<file path="src/sv/bpt_pkg.sv">
package bpt_pkg;

	// Fixed field widths of the event and result beats.
	localparam int ACTION_W   = 3;
	localparam int ID_W       = 8;
	localparam int ERR_W      = 3;
	localparam int CNT_W      = 6;
	localparam int CNT_MAX    = 63;

	// Number of borrow slots examined per scan cycle.
	localparam int SCAN_LANES = 8;

	typedef enum logic [ACTION_W-1:0] {
		ACT_CLEAR  = 3'd0,
		ACT_SHARED = 3'd1,
		ACT_EXCL   = 3'd2,
		ACT_MOVE   = 3'd3,
		ACT_DROP   = 3'd4,
		ACT_END    = 3'd5,
		ACT_USE    = 3'd6
	} action_t;

	typedef enum logic [ERR_W-1:0] {
		ERR_NONE     = 3'd0,
		ERR_MOVED    = 3'd1,
		ERR_FREED    = 3'd2,
		ERR_MIXED    = 3'd3,
		ERR_MULTI    = 3'd4,
		ERR_DANGLING = 3'd5,
		ERR_FULL     = 3'd6
	} err_t;

	// Requests from the sequencer to the borrow table.
	typedef struct packed {
		logic start;
		logic alloc;
		logic alloc_excl;
		logic end_borrow;
		logic clear_all;
	} tbl_cmd_t;

	// Scan results reported by the borrow table, counts already saturated.
	typedef struct packed {
		logic             scan_done;
		logic             full;
		logic [CNT_W-1:0] shared_cnt;
		logic [CNT_W-1:0] excl_cnt;
		logic [CNT_W-1:0] any_cnt;
	} tbl_stat_t;

endpackage

</file>
<file path="src/sv/bpt_slot_table.sv">
module bpt_slot_table #(
	parameter int BORROW_SLOTS = 32,
	parameter int ID_BITS      = 8
) (
	input  logic               clk,
	input  logic               arst_n,
	input  bpt_pkg::tbl_cmd_t  cmd,
	input  logic [ID_BITS-1:0] key_id,
	input  logic [ID_BITS-1:0] new_holder,
	output bpt_pkg::tbl_stat_t stat
);
	import bpt_pkg::*;

	localparam int LANES  = SCAN_LANES;
	localparam int NCHUNK = (BORROW_SLOTS + LANES - 1) / LANES;
	localparam int PAD    = NCHUNK * LANES;
	localparam int FI_W   = $clog2(PAD);
	localparam int CHK_W  = (NCHUNK > 1) ? $clog2(NCHUNK) : 1;
	localparam int ACC_W  = $clog2(BORROW_SLOTS + 1);
	localparam int POP_W  = $clog2(LANES + 1);

	logic [BORROW_SLOTS-1:0] valid_q;
	logic [BORROW_SLOTS-1:0] excl_q;
	logic [ID_BITS-1:0]      holder_q [BORROW_SLOTS];
	logic [ID_BITS-1:0]      owner_q  [BORROW_SLOTS];

	logic [PAD-1:0]          sh_vec_q, ex_vec_q, free_vec_q;
	logic [BORROW_SLOTS-1:0] sh_match, ex_match, free_now;
	logic [CHK_W-1:0]        chk_q;
	logic [FI_W-1:0]         base_q, free_idx_q, lane_sel;
	logic                    run_q, done_q, found_q, lane_hit;
	logic [ACC_W-1:0]        sh_acc_q, ex_acc_q, any_acc_q;
	logic [POP_W-1:0]        sh_pop, ex_pop, any_pop;

	// Per-slot match against the value being examined, all slots in parallel.
	always_comb begin
		for (int i = 0; i < BORROW_SLOTS; i++) begin
			sh_match[i] = valid_q[i] && (owner_q[i] == key_id) && !excl_q[i];
			ex_match[i] = valid_q[i] && (owner_q[i] == key_id) && excl_q[i];
			free_now[i] = !valid_q[i];
		end
	end

	// Count and first-free search over the current group of lanes.
	always_comb begin
		sh_pop   = '0;
		ex_pop   = '0;
		any_pop  = '0;
		lane_hit = 1'b0;
		lane_sel = '0;
		for (int l = 0; l < LANES; l++) begin
			sh_pop  = sh_pop + POP_W'(sh_vec_q[l]);
			ex_pop  = ex_pop + POP_W'(ex_vec_q[l]);
			any_pop = any_pop + POP_W'(sh_vec_q[l] | ex_vec_q[l]);
			if (!lane_hit && free_vec_q[l]) begin
				lane_hit = 1'b1;
				lane_sel = FI_W'(l);
			end
		end
	end

	always_ff @(posedge clk or negedge arst_n) begin
		if (!arst_n) begin
			run_q   <= 1'b0;
			done_q  <= 1'b0;
			found_q <= 1'b0;
			chk_q   <= '0;
			base_q  <= '0;
		end else if (cmd.start) begin
			run_q   <= 1'b1;
			done_q  <= 1'b0;
			found_q <= 1'b0;
			chk_q   <= '0;
			base_q  <= '0;
		end else if (run_q) begin
			if (lane_hit) begin
				found_q <= 1'b1;
			end
			base_q <= base_q + FI_W'(LANES);
			chk_q  <= chk_q + CHK_W'(1);
			if (chk_q == CHK_W'(NCHUNK - 1)) begin
				run_q  <= 1'b0;
				done_q <= 1'b1;
			end
		end
	end

	always_ff @(posedge clk) begin
		if (cmd.start) begin
			sh_vec_q   <= PAD'(sh_match);
			ex_vec_q   <= PAD'(ex_match);
			free_vec_q <= PAD'(free_now);
			sh_acc_q   <= '0;
			ex_acc_q   <= '0;
			any_acc_q  <= '0;
		end else if (run_q) begin
			sh_vec_q   <= sh_vec_q >> LANES;
			ex_vec_q   <= ex_vec_q >> LANES;
			free_vec_q <= free_vec_q >> LANES;
			sh_acc_q   <= sh_acc_q + ACC_W'(sh_pop);
			ex_acc_q   <= ex_acc_q + ACC_W'(ex_pop);
			any_acc_q  <= any_acc_q + ACC_W'(any_pop);
			if (!found_q && lane_hit) begin
				free_idx_q <= base_q + lane_sel;
			end
		end
	end

	always_ff @(posedge clk or negedge arst_n) begin
		if (!arst_n) begin
			valid_q <= '0;
		end else if (cmd.clear_all) begin
			valid_q <= '0;
		end else if (cmd.end_borrow) begin
			for (int i = 0; i < BORROW_SLOTS; i++) begin
				if (valid_q[i] && holder_q[i] == key_id) begin
					valid_q[i] <= 1'b0;
				end
			end
		end else if (cmd.alloc) begin
			for (int i = 0; i < BORROW_SLOTS; i++) begin
				if (FI_W'(i) == free_idx_q) begin
					valid_q[i] <= 1'b1;
				end
			end
		end
	end

	always_ff @(posedge clk) begin
		if (cmd.alloc) begin
			for (int i = 0; i < BORROW_SLOTS; i++) begin
				if (FI_W'(i) == free_idx_q) begin
					holder_q[i] <= new_holder;
					owner_q[i]  <= key_id;
					excl_q[i]   <= cmd.alloc_excl;
				end
			end
		end
	end

	always_comb begin
		stat.scan_done  = done_q;
		stat.full       = !found_q;
		stat.shared_cnt = (32'(sh_acc_q) > 32'(CNT_MAX)) ? CNT_W'(CNT_MAX) : CNT_W'(sh_acc_q);
		stat.excl_cnt   = (32'(ex_acc_q) > 32'(CNT_MAX)) ? CNT_W'(CNT_MAX) : CNT_W'(ex_acc_q);
		stat.any_cnt    = (32'(any_acc_q) > 32'(CNT_MAX)) ? CNT_W'(CNT_MAX) : CNT_W'(any_acc_q);
	end

	// A slot is only claimed after a finished scan that found one free.
	a_alloc_found: assert property (@(posedge clk) disable iff (!arst_n)
		cmd.alloc |-> (found_q && done_q))
		else $error("slot allocated without a free slot");

	// The sequencer never issues two table operations at once.
	a_one_op: assert property (@(posedge clk) disable iff (!arst_n)
		$onehot0({cmd.start, cmd.alloc, cmd.end_borrow, cmd.clear_all}))
		else $error("overlapping borrow table operations");

endmodule

</file>
<file path="src/sv/borrow_permission_tracker.sv">
// Borrow permission tracker.
// Each beat on the item channel (item_valid / item_stall) carries one ownership
// event: action, value_id and borrower_id. Each event produces exactly one beat on
// the result channel (result_valid / result_stall) with error_code, also_freed and
// conflict_count. Items are processed one at a time.
// Timing: after an item is accepted the moved/dropped flags are read from the flag
// memory in the READ state and, for clear, end borrow, use and unknown actions, the
// result is resolved in the cycle after that. Borrow, move and drop also scan the
// borrow table eight slots per cycle in the SCAN state before the resolve cycle.
// The result beat appears in the cycle after the resolve cycle.
// Reset and the begin-function action both start a clearing pass over the flag
// memory, one entry per cycle, during which item_stall is high. The borrow table
// is cleared at once.
// When the receiver stalls, the finished result waits in the output register. The
// block still accepts the next item and works on it, then holds that result in its
// resolve cycle, with no state written, until the output register is free.
module borrow_permission_tracker #(
	parameter int VALUE_COUNT  = 256,
	parameter int BORROW_SLOTS = 32
) (
	input  logic                         clk,
	input  logic                         arst_n,
	input  logic                         item_valid,
	output logic                         item_stall,
	input  logic [bpt_pkg::ACTION_W-1:0] action,
	input  logic [bpt_pkg::ID_W-1:0]     value_id,
	input  logic [bpt_pkg::ID_W-1:0]     borrower_id,
	output logic                         result_valid,
	input  logic                         result_stall,
	output logic [bpt_pkg::ERR_W-1:0]    error_code,
	output logic                         also_freed,
	output logic [bpt_pkg::CNT_W-1:0]    conflict_count
);
	import bpt_pkg::*;

	localparam int IDX_W        = $clog2(VALUE_COUNT);
	localparam int ID_SPACE     = 1 << ID_W;
	localparam int FLAG_MOVED   = 0;
	localparam int FLAG_DROPPED = 1;

	typedef enum logic [4:0] {
		ST_CLEAR   = 5'b00001,
		ST_IDLE    = 5'b00010,
		ST_READ    = 5'b00100,
		ST_SCAN    = 5'b01000,
		ST_RESOLVE = 5'b10000
	} state_t;

	state_t            state_q;
	action_t           act_in, act_q;
	logic [IDX_W-1:0]  id_map [ID_SPACE];
	logic [IDX_W-1:0]  id_in, holder_in, id_q, holder_q, sweep_q;
	logic              scan_q, scan_in, accept, fire;

	// Flag memory: bit 0 moved, bit 1 dropped.
	logic [1:0]        flag_mem [VALUE_COUNT];
	logic [1:0]        rd_flags_q, mem_wdata, new_flags;
	logic [IDX_W-1:0]  mem_addr;
	logic              mem_we, upd;

	tbl_cmd_t          tcmd;
	tbl_stat_t         tstat;
	logic [IDX_W-1:0]  key_id;

	err_t              err;
	logic              freed;
	logic [CNT_W-1:0]  cnt;
	logic              do_alloc, do_end, do_clr;

	logic              result_valid_q;
	logic [ERR_W-1:0]  err_q;
	logic              freed_q;
	logic [CNT_W-1:0]  cnt_q;

	// Ids are taken modulo VALUE_COUNT; the map is a constant table.
	for (genvar g = 0; g < ID_SPACE; g++) begin : g_map
		assign id_map[g] = IDX_W'(g % VALUE_COUNT);
	end

	assign id_in      = id_map[value_id];
	assign holder_in  = id_map[borrower_id];
	assign act_in     = action_t'(action);
	assign item_stall = (state_q != ST_IDLE);
	assign accept     = item_valid && !item_stall;
	assign scan_in    = act_in inside {ACT_SHARED, ACT_EXCL, ACT_MOVE, ACT_DROP};
	assign fire       = (state_q == ST_RESOLVE) && (!result_valid_q || !result_stall);

	always_ff @(posedge clk or negedge arst_n) begin
		if (!arst_n) begin
			state_q <= ST_CLEAR;
			sweep_q <= '0;
		end else begin
			case (state_q)
				ST_CLEAR: begin
					sweep_q <= sweep_q + IDX_W'(1);
					if (sweep_q == IDX_W'(VALUE_COUNT - 1)) begin
						sweep_q <= '0;
						state_q <= ST_IDLE;
					end
				end
				ST_IDLE: begin
					if (accept) begin
						state_q <= ST_READ;
					end
				end
				ST_READ: begin
					state_q <= scan_q ? ST_SCAN : ST_RESOLVE;
				end
				ST_SCAN: begin
					if (tstat.scan_done) begin
						state_q <= ST_RESOLVE;
					end
				end
				ST_RESOLVE: begin
					if (fire) begin
						state_q <= (act_q == ACT_CLEAR) ? ST_CLEAR : ST_IDLE;
					end
				end
				default: begin
					state_q <= ST_CLEAR;
				end
			endcase
		end
	end

	always_ff @(posedge clk) begin
		if (accept) begin
			act_q    <= act_in;
			id_q     <= id_in;
			holder_q <= holder_in;
			scan_q   <= scan_in;
		end
	end

	// The flag memory is written in the clearing pass or when a move or drop
	// succeeds. Its read is issued on acceptance, so the previous write has
	// always landed before the next read.
	always_comb begin
		if (state_q == ST_CLEAR) begin
			mem_we    = 1'b1;
			mem_addr  = sweep_q;
			mem_wdata = 2'b00;
		end else begin
			mem_we    = fire && upd;
			mem_addr  = id_q;
			mem_wdata = new_flags;
		end
	end

	always_ff @(posedge clk) begin
		if (mem_we) begin
			flag_mem[mem_addr] <= mem_wdata;
		end
		if (accept) begin
			rd_flags_q <= flag_mem[id_in];
		end
	end

	// Decide the outcome of the event from the flags and the scan counts.
	always_comb begin
		err       = ERR_NONE;
		freed     = 1'b0;
		cnt       = '0;
		upd       = 1'b0;
		new_flags = rd_flags_q;
		do_alloc  = 1'b0;
		do_end    = 1'b0;
		do_clr    = 1'b0;
		case (act_q)
			ACT_CLEAR: begin
				do_clr = 1'b1;
			end
			ACT_SHARED, ACT_EXCL: begin
				if (rd_flags_q[FLAG_MOVED]) begin
					err = ERR_MOVED;
				end else if (rd_flags_q[FLAG_DROPPED]) begin
					err = ERR_FREED;
				end else if (act_q == ACT_EXCL && tstat.shared_cnt != '0) begin
					err = ERR_MIXED;
					cnt = tstat.shared_cnt;
				end else if (tstat.excl_cnt != '0) begin
					err = (act_q == ACT_EXCL) ? ERR_MULTI : ERR_MIXED;
					cnt = tstat.excl_cnt;
				end else if (tstat.full) begin
					err = ERR_FULL;
				end else begin
					do_alloc = 1'b1;
				end
			end
			ACT_MOVE: begin
				if (rd_flags_q[FLAG_MOVED]) begin
					err = ERR_MOVED;
				end else if (rd_flags_q[FLAG_DROPPED]) begin
					err = ERR_FREED;
				end else if (tstat.any_cnt != '0) begin
					err = ERR_MOVED;
					cnt = tstat.any_cnt;
				end else begin
					upd                   = 1'b1;
					new_flags[FLAG_MOVED] = 1'b1;
				end
			end
			ACT_DROP: begin
				if (rd_flags_q[FLAG_DROPPED]) begin
					err = ERR_FREED;
				end else if (!rd_flags_q[FLAG_MOVED] && tstat.any_cnt != '0) begin
					err = ERR_DANGLING;
					cnt = tstat.any_cnt;
				end else begin
					upd                     = 1'b1;
					new_flags[FLAG_DROPPED] = 1'b1;
				end
			end
			ACT_END: begin
				do_end = 1'b1;
			end
			ACT_USE: begin
				if (rd_flags_q[FLAG_MOVED]) begin
					err   = ERR_MOVED;
					freed = rd_flags_q[FLAG_DROPPED];
				end else if (rd_flags_q[FLAG_DROPPED]) begin
					err = ERR_FREED;
				end
			end
			default: begin
			end
		endcase
	end

	assign key_id           = (state_q == ST_IDLE) ? id_in : id_q;
	assign tcmd.start       = accept && scan_in;
	assign tcmd.alloc       = fire && do_alloc;
	assign tcmd.alloc_excl  = (act_q == ACT_EXCL);
	assign tcmd.end_borrow  = fire && do_end;
	assign tcmd.clear_all   = fire && do_clr;

	bpt_slot_table #(
		.BORROW_SLOTS(BORROW_SLOTS),
		.ID_BITS     (IDX_W)
	) u_table (
		.clk       (clk),
		.arst_n    (arst_n),
		.cmd       (tcmd),
		.key_id    (key_id),
		.new_holder(holder_q),
		.stat      (tstat)
	);

	always_ff @(posedge clk or negedge arst_n) begin
		if (!arst_n) begin
			result_valid_q <= 1'b0;
		end else if (fire) begin
			result_valid_q <= 1'b1;
		end else if (!result_stall) begin
			result_valid_q <= 1'b0;
		end
	end

	always_ff @(posedge clk) begin
		if (fire) begin
			err_q   <= err;
			freed_q <= freed;
			cnt_q   <= cnt;
		end
	end

	assign result_valid   = result_valid_q;
	assign error_code     = err_q;
	assign also_freed     = freed_q;
	assign conflict_count = cnt_q;

	// The extra use-after-free mark only rides on a use-after-move result.
	a_freed_code: assert property (@(posedge clk) disable iff (!arst_n)
		result_valid && also_freed |-> error_code == ERR_MOVED)
		else $error("also_freed without use-after-move code");

	// A begin-function result is always followed by the clearing pass.
	a_clear_pass: assert property (@(posedge clk) disable iff (!arst_n)
		fire && act_q == ACT_CLEAR |=> state_q == ST_CLEAR)
		else $error("begin function did not start the clearing pass");

	// A new result beat comes only from the resolve cycle.
	a_result_src: assert property (@(posedge clk) disable iff (!arst_n)
		$rose(result_valid) |-> $past(state_q == ST_RESOLVE))
		else $error("result beat raised outside resolve");

	// The flag memory is never written while waiting for an item.
	a_idle_quiet: assert property (@(posedge clk) disable iff (!arst_n)
		state_q == ST_IDLE |-> !mem_we)
		else $error("flag memory written while idle");

endmodule
</file>
<file path="config.mk">
export PLATFORM = sky130hd
export DESIGN_NAME = borrow_permission_tracker
export DESIGN_NICKNAME = d
export VERILOG_FILES = /design/src/sv/bpt_pkg.sv /design/src/sv/bpt_slot_table.sv /design/src/sv/borrow_permission_tracker.sv
export SDC_FILE = /design/constraint.sdc
export NUM_CORES = 2
export LEC_CHECK = 0
export BUFFER_PORTS_ARGS = -buffer_cell sky130_fd_sc_hd__buf_2
export CELL_PAD_IN_SITES_DETAIL_PLACEMENT = 1
export CELL_PAD_IN_SITES_GLOBAL_PLACEMENT = 1
export CORE_ASPECT_RATIO = 0.5
export CORE_MARGIN = 2
export CORE_UTILIZATION = 30
export CTS_CLUSTER_DIAMETER = 60
export DETAILED_ROUTE_END_ITERATION = 10
export HOLD_SLACK_MARGIN = 0.12
export PLACE_DENSITY_LB_ADDON = 0.1
export SKIP_CTS_REPAIR_TIMING = 1
export SLEW_MARGIN = 10
export SYNTH_ARGS = -nofsm -noshare
export SYNTH_HDL_FRONTEND = slang
export SYNTH_SLANG_ARGS = --single-unit
</file>
<file path="constraint.sdc">
create_clock -name clk -period 12 [get_ports clk]
set_input_delay 1.2 -clock clk [delete_from_list [all_inputs] [get_ports clk]]
set_output_delay 1.2 -clock clk [all_outputs]
set_load 0.01 [all_outputs]
</file>
# Word-level counts from Yosys, hierarchy flattened
# Memories as Yosys holds them, arrays and structs flattened. A register that Yosys moved wholly into a read port is not among the register bits.
# Cells that the tools add are included.
[op_classes] bitwise=11 n_lt_le_gt_ge=1 n_reduce_logical=396 n_eq_ne=150 addsub=28 muxes=443
[ops] cell="2-to-1 mux 8 bit" count=67
[ops] cell="== test 8 bit" count=64
[ops] cell="OR reduction 8 bit" count=62
[ops] cell="2-to-1 mux 5 bit" count=69
[ops] cell="2-to-1 mux 32 bit" count=9
[ops] cell="2-to-1 mux 1 bit" count=263
[ops] cell="logical AND 1 bit" count=145
[ops] cell="AND reduction 3 bit" count=33
[ops] cell="nonzero test 3 bit" count=33
[ops] cell="!= test 3 x 2 -> 1 bit, second input constant" count=32
[ops] cell="== test 5 bit, first input constant" count=16
[ops] cell="logical NOT 1 bit" count=76
[ops] cell="AND reduction 2 bit" count=35
[ops] cell="2-to-1 mux 6 bit" count=9
[ops] cell="adder 4 x 1 -> 4 bit" count=12
[ops] cell="== test 4 x 5 -> 1 bit, first input constant" count=8
[ops] cell="2-to-1 mux 3 bit" count=12
[ops] cell="adder 4 bit" count=7
[ops] cell="case mux 5 bit (5 select lines)" count=1
[ops] cell="== test 3 x 5 -> 1 bit, first input constant" count=4
[ops] cell="2-to-1 mux 2 bit" count=10
[ops] cell="adder 6 x 4 -> 6 bit" count=3
[ops] cell="inverter 8 -> 9 bit" count=2
[ops] cell="case mux 6 bit (3 select lines)" count=1
[ops] cell="33 further kinds" count=56
[word_totals] ff_bits=229 ram_bits=1024 rom_bits=4096 n_memories=5 out_inout_bits=12 wordCells=1119
[memory_table] memory="(no name shown)" words=256 width=8 rd=1 rd_ports_with_merged_regs=1 write_ports=0 line_no="borrow_permission_tracker.sv:81" source="assign holder_in = id_map[borrower_id];"
[memory_table] memory="(no name shown)" words=256 width=8 rd=1 rd_ports_with_merged_regs=0 write_ports=0 line_no="borrow_permission_tracker.sv:80" source="assign id_in = id_map[value_id];"
[memory_table] memory="flag_mem" words=256 width=2 rd=1 rd_ports_with_merged_regs=1 write_ports=1 line_no="borrow_permission_tracker.sv:56" source="logic [1:0] flag_mem [VALUE_COUNT];"
[memory_table] memory="u_table.holder_q" words=32 width=8 rd=32 rd_ports_with_merged_regs=0 write_ports=1 line_no="bpt_slot_table.sv:24" source="logic [ID_BITS-1:0] holder_q [BORROW_SLOTS];"
[memory_table] memory="u_table.owner_q" words=32 width=8 rd=32 rd_ports_with_merged_regs=0 write_ports=1 line_no="bpt_slot_table.sv:25" source="logic [ID_BITS-1:0] owner_q [BORROW_SLOTS];"

# Logic depth before layout (Yosys ltp)
[logic_depth] ltp_word=41 depth_mapped=18

# Hierarchy
# Synthesis repeated with hierarchy kept, for this count alone.
[unflattened] cells_unflattened=3557 hier_area_um2=53880.4
[by_module_without_submodules] mod="bpt_slot_table" seq_area_each_um2=20704.9 cells_per_inst=2038 instances=1 area_per_inst_um2=30170.2
[by_module_without_submodules] mod="borrow_permission_tracker" seq_area_each_um2=16687.3 cells_per_inst=1519 instances=1 area_per_inst_um2=23710.2

# Worst setup path after synthesis
# OpenSTA, ideal clock, no wires.
[synth_path] path_type="register -> register" from="register u_table.any_acc_q[1]" to="memory flag_mem[0][1], data pin" arrival_time_ps=8265 path_buffers=0 path_stages_with_launch=5 path_slack_ps=2160 synth_period_minus_slack_ps=9840 cell_sequence="dfxtp_1 > or4_1 > o31ai_1 > nand3_1 > a21oi_1"
[synth_between] elab_chain_cells=6
[synth_lines] element="start, declared" line_no="bpt_slot_table.sv:32" source="logic [ACC_W-1:0] sh_acc_q, ex_acc_q, any_acc_q;"
[synth_lines] element="start signal, assigned" line_no="bpt_slot_table.sv:102" source="any_acc_q <= any_acc_q + ACC_W'(any_pop);"
[synth_lines] element="nonzero test 6 bit" line_no="borrow_permission_tracker.sv:206" source="end else if (!rd_flags_q[FLAG_MOVED] && tstat.any_cnt != '0) begin"
[synth_lines] element="logical AND 1 bit" line_no="borrow_permission_tracker.sv:206"
[synth_lines] element="2-to-1 mux 1 bit" line_no="borrow_permission_tracker.sv:206"
[synth_lines] element="2-to-1 mux 1 bit" line_no="borrow_permission_tracker.sv:204" source="if (rd_flags_q[FLAG_DROPPED]) begin"
[synth_lines] element="2-to-1 mux 1 bit" line_no="borrow_permission_tracker.sv:169" source="case (act_q)"
[synth_lines] element="2-to-1 mux 2 bit" line_no="borrow_permission_tracker.sv:139" source="if (state_q == ST_CLEAR) begin"
[synth_lines] element="net mem_wdata[1]" line_no="borrow_permission_tracker.sv:57" source="logic [1:0] rd_flags_q, mem_wdata, new_flags;"
[synth_lines] element="end, declared" line_no="borrow_permission_tracker.sv:56"
# The timed path passes the listed nets, and every way through them passes these cells.

# Final worst setup path
[layout_path] from="register state_q[2]" to="register u_table.sh_vec_q[15], data pin"
[layout_between] elab_chain_cells=6 word_cells_on_any_way=10 classes_between="3 x eq/ne; 2 x mux; 5 x reduce/logical"
[layout_lines] element="start, declared" line_no="borrow_permission_tracker.sv:49" source="state_t state_q;"
[layout_lines] element="start signal, assigned" line_no="borrow_permission_tracker.sv:107" source="state_q <= scan_q ? ST_SCAN : ST_RESOLVE;"
[layout_lines] element="start signal, assigned" line_no="borrow_permission_tracker.sv:116" source="state_q <= (act_q == ACT_CLEAR) ? ST_CLEAR : ST_IDLE;"
[layout_lines] element="== test 5 x 2 -> 1 bit" line_no="borrow_permission_tracker.sv:230" source="assign key_id = (state_q == ST_IDLE) ? id_in : id_q;"
[layout_lines] element="2-to-1 mux 8 bit" line_no="borrow_permission_tracker.sv:230"
[layout_lines] element="== test 8 bit" line_no="bpt_slot_table.sv:38" source="sh_match[i] = valid_q[i] && (owner_q[i] == key_id) && !excl_q[i];"
[layout_lines] element="logical AND 1 bit (2 in a row)" line_no="bpt_slot_table.sv:38"
[layout_lines] element="2-to-1 mux 32 bit *" line_no="bpt_slot_table.sv:89" source="if (cmd.start) begin"
[layout_lines] element="end signal, assigned" line_no="bpt_slot_table.sv:90" source="sh_vec_q <= PAD'(sh_match);"
[layout_lines] element="end signal, assigned" line_no="bpt_slot_table.sv:97" source="sh_vec_q <= sh_vec_q >> LANES;"
[layout_lines] element="end, declared" line_no="bpt_slot_table.sv:27" source="logic [PAD-1:0] sh_vec_q, ex_vec_q, free_vec_q;"
# Every way passes the cells marked *; elsewhere a longest branch is shown, timed or not.
# A chain may end at the register's enable or synchronous reset.

==> out/qor.txt <==
worst path required time = 12.64 ns
Hold WC Path Type = input pin to asynchronous set/reset pin
Pwr per Cell Area = 165 nW/um2
headroom to the max-slew limit = 9.61%
DRT iter0 DRCs = 2,264
slowest stage delay, CP = 1.19 ns
DP Area = 58,600 um2
multi-input logic area = 16,700 um2
Placeable Area = 183,000 um2
Seq pwr share = 48.9%
Critical Path AT = 5.67 ns
routability congestion estimate = 0.765
most frequent cells in the layout = 1,189 x edfxtp_1, 351 x nor2_1, 275 x xnor2_1
Initial Util = 30.1%
post-place setup slack = 6.85 ns
top cells by area, synth = edfxtp_1 65%, mux4_2 5.0%, xnor2_1 4.4%
Buf/Inv on CP = 2
fill count = 18,700
DR WL/cell = 28.9 um
largest net degree at the start of global routing = 222
clock sink count = 1,260
post-DP HPWL = 109,000 um
EDFF count, synth = 1,189
skew final = 0.0462 ns
setup violators final = 0
Residual DRC = 0
layout cells sized above 1 = 14.3%
clk_lat worst skew = 0.81 ns
Max Clk Rate = 0.199 GHz
first-pass GRT wire length = 261,000 um
H-tree Lvls = 4
clk slew on worst S/H paths = 0.07 ns
slowest CP cell = a2111oi_0
Clock Power Share = 40.7%
Detailed Route WL = 183,000 um
final-stage net count = 3,849
Distinct cells, synth = 90
Routed Antenna Nets = 0
I/O Pins = 35
Synth top area share = 64.8%
Vias/cell = 5.17
port buffer count = 34
Area Overhead vs Synth = 14.2%
initial antenna violation count = 5
post-synthesis sequential area ratio = 67.9%
Worst-Margin Slew = 1.32 ns
sw frac = 25.8%
maxcap violations = 0
maximum root-to-sink buffer count = 4
Critical Path Most Common Cell = buf_4
final worst slack = 6.97 ns
flops & latches, synth = 1,260
Post-synth ARST share = 4.21%
die area = 187,000 um2
fin area = 62,900 um2
number of core rows = 111
WHS = 0.401 ns
dominant synthesized flop cell = edfxtp_1
yosys warns = 0
Slew Limit Fails = 0
syn_nets = 3,779
LEAKAGE = 19.9 nW
Combinational Power Share = 10.4%
status = completed
element type at the critical path end = flop
Register Area = 37,400 um2
post-layout util = 34.4%
vias in the first global route = 34,400
switching power = 0.00267 W
mapped cell area = 55,100 um2
commonest non-fill, non-tap cell in the layout = edfxtp_1
Yosys top cell by area = edfxtp_1
critical path class = flop to flop
overall routing resource usage = 19.4%
CTS root buf = clkbuf_16
Int Power = 0.00768 W
Tmin final = 5.03 ns
CTS tree = done
critical path startpoint category = flop
final worst-path cycle share = 41.9%
Hold Vio Cnt, Final = 0
Worst Path Max Fanout = 61
Vias = 32,700
DRT Pass-1 Iters = 7
Die Wd = 610 um
Gate Count Post-Synth = 3,717
Syn Area/Cell = 14.8 um2
sum of negative setup slack = 0 ns
DIE HEIGHT = 307 um
Max VDD drop = 0.109 mV
RSZ-0062 raised after global routing = false
CTS Buf Count = 140
cell chain of the critical path = or4b_1 > nor2_4 > buf_4 > nand3_4 > buf_4 > a2111oi_0 > a32o_1
GRT overflow = 0
family with the most delay on the worst path = simple AND/OR/NAND/NOR gates
==> path summary, 6_finish.rpt <==
kind	start	end	slack (ns)	depth (start not counted)
setup / recovery	state_q[2]$_DFFE_PN0P_	u_table.sh_vec_q[15]$_DFFE_PP_	6.97	7
hold / removal	arst_n	result_valid$_DFFE_PN0P_	0.40	1
setup reg to reg	state_q[2]$_DFFE_PN0P_	u_table.sh_vec_q[15]$_DFFE_PP_	6.97	7
hold reg to reg	u_table.free_vec_q[17]$_DFFE_PP_	u_table.free_vec_q[9]$_DFFE_PP_	0.54	2
max in group asynchronous	arst_n	sweep_q[6]$_DFFE_PN0P_	10.56	2
min in group clk	u_table.free_vec_q[17]$_DFFE_PP_	u_table.free_vec_q[9]$_DFFE_PP_	0.54	2
==> power groups by stage <==
stage | logic (W) | registers (W) | clock network, W
6_report | 0.00108 | 0.00506 | 0.00422
5_1_grt | 0.00118 | 0.00507 | 0.00450
4_1_cts | 0.00111 | 0.00506 | 0.00434
3_5_place_dp | 0.00110 | 0.00515 | 0
3_3_place_gp | 0.00108 | 0.00515 | 0
2_1_floorplan | 0.000640 | 0.00515 | 0
==> cells in the mapped netlist (16+ instances only) <==
library cell / number
nor4_2: 24
nand3_1: 58
buf_1: 35
o21ai_0: 98
nand2_1: 155
nor2_1: 355
nor4_1: 90
ha_1: 24
o22ai_1: 31
nor3_1: 83
a32o_1: 39
a2111oi_0: 25
buf_4: 18
mux4_2: 123
xnor2_1: 275
dfxtp_1: 18
a22oi_1: 43
buf_2: 51
o21ai_1: 22
nor2b_1: 20
clkbuf_1: 110
edfxtp_1: 1189
or2_2: 16
a21oi_1: 95
dfrtp_1: 52
mux2i_1: 38
xor2_1: 241
o2111ai_1: 24
nand4_1: 25
inv_1: 109
==> flip-flops by register name (all words and copies together) (netlist names), 6 cells and up <==
register,flops
u_table.ex_vec_q,32
u_table.owner_q,256
u_table.holder_q,256
u_table.free_vec_q,32
u_table.valid_q,32
u_table.any_acc_q,6
conflict_count,6
flag_mem,512
holder_q,8
sweep_q,8
u_table.excl_q,32
id_q,8
u_table.sh_vec_q,32
u_table.sh_acc_q,6
u_table.ex_acc_q,6
==> metal layers <==
layer,vias up,share of wire (%),global-route usage (%)
li1,14200,-,-
met3,224,4.0,2.48
met5,-,0.0055,0
met2,688,46,31.3
met1,17500,48,27.9
met4,2,1.9,4.13
==> cells by family (layout without fill, tap and decap cells) <==
| family | after synthesis | count (layout) | synth area share (%) |
|---|---|---|---|
| buf+inv | 335 | 503 | 2.58 |
| compound gates | 507 | 507 | 6.39 |
| fa+ha+maj | 39 | 39 | 1.09 |
| xor+xnor | 516 | 516 | 8.20 |
| mux | 162 | 162 | 5.74 |
| other cells | 1 | 2 | 0.00681 |
| flops | 1260 | 1260 | 67.9 |
| simple gates | 897 | 897 | 8.12 |
==> through the flow <==
| step | cells | power (W) |
|---|---|---|
| floorplan | 3717 | 0.00579 |
| global placement | 6074 | 0.00623 |
| detailed placement | 6074 | 0.00625 |
| CTS | 6314 | 0.0105 |
| global route | 6314 | 0.0108 |
| finish | 6315 | 0.0103 |
==> area by class of cell <==
class,count,share of cell area [%]
inverters,116,0.692
diodes,1,0.00398
well taps,2429,4.83
flip-flops and latches,1260,59.5
clock buffers,191,6.18
clock inverters,49,0.674
multi-input cells,2122,26.5
repair buffers,147,1.68
Power figures use the tool's default switching activity.
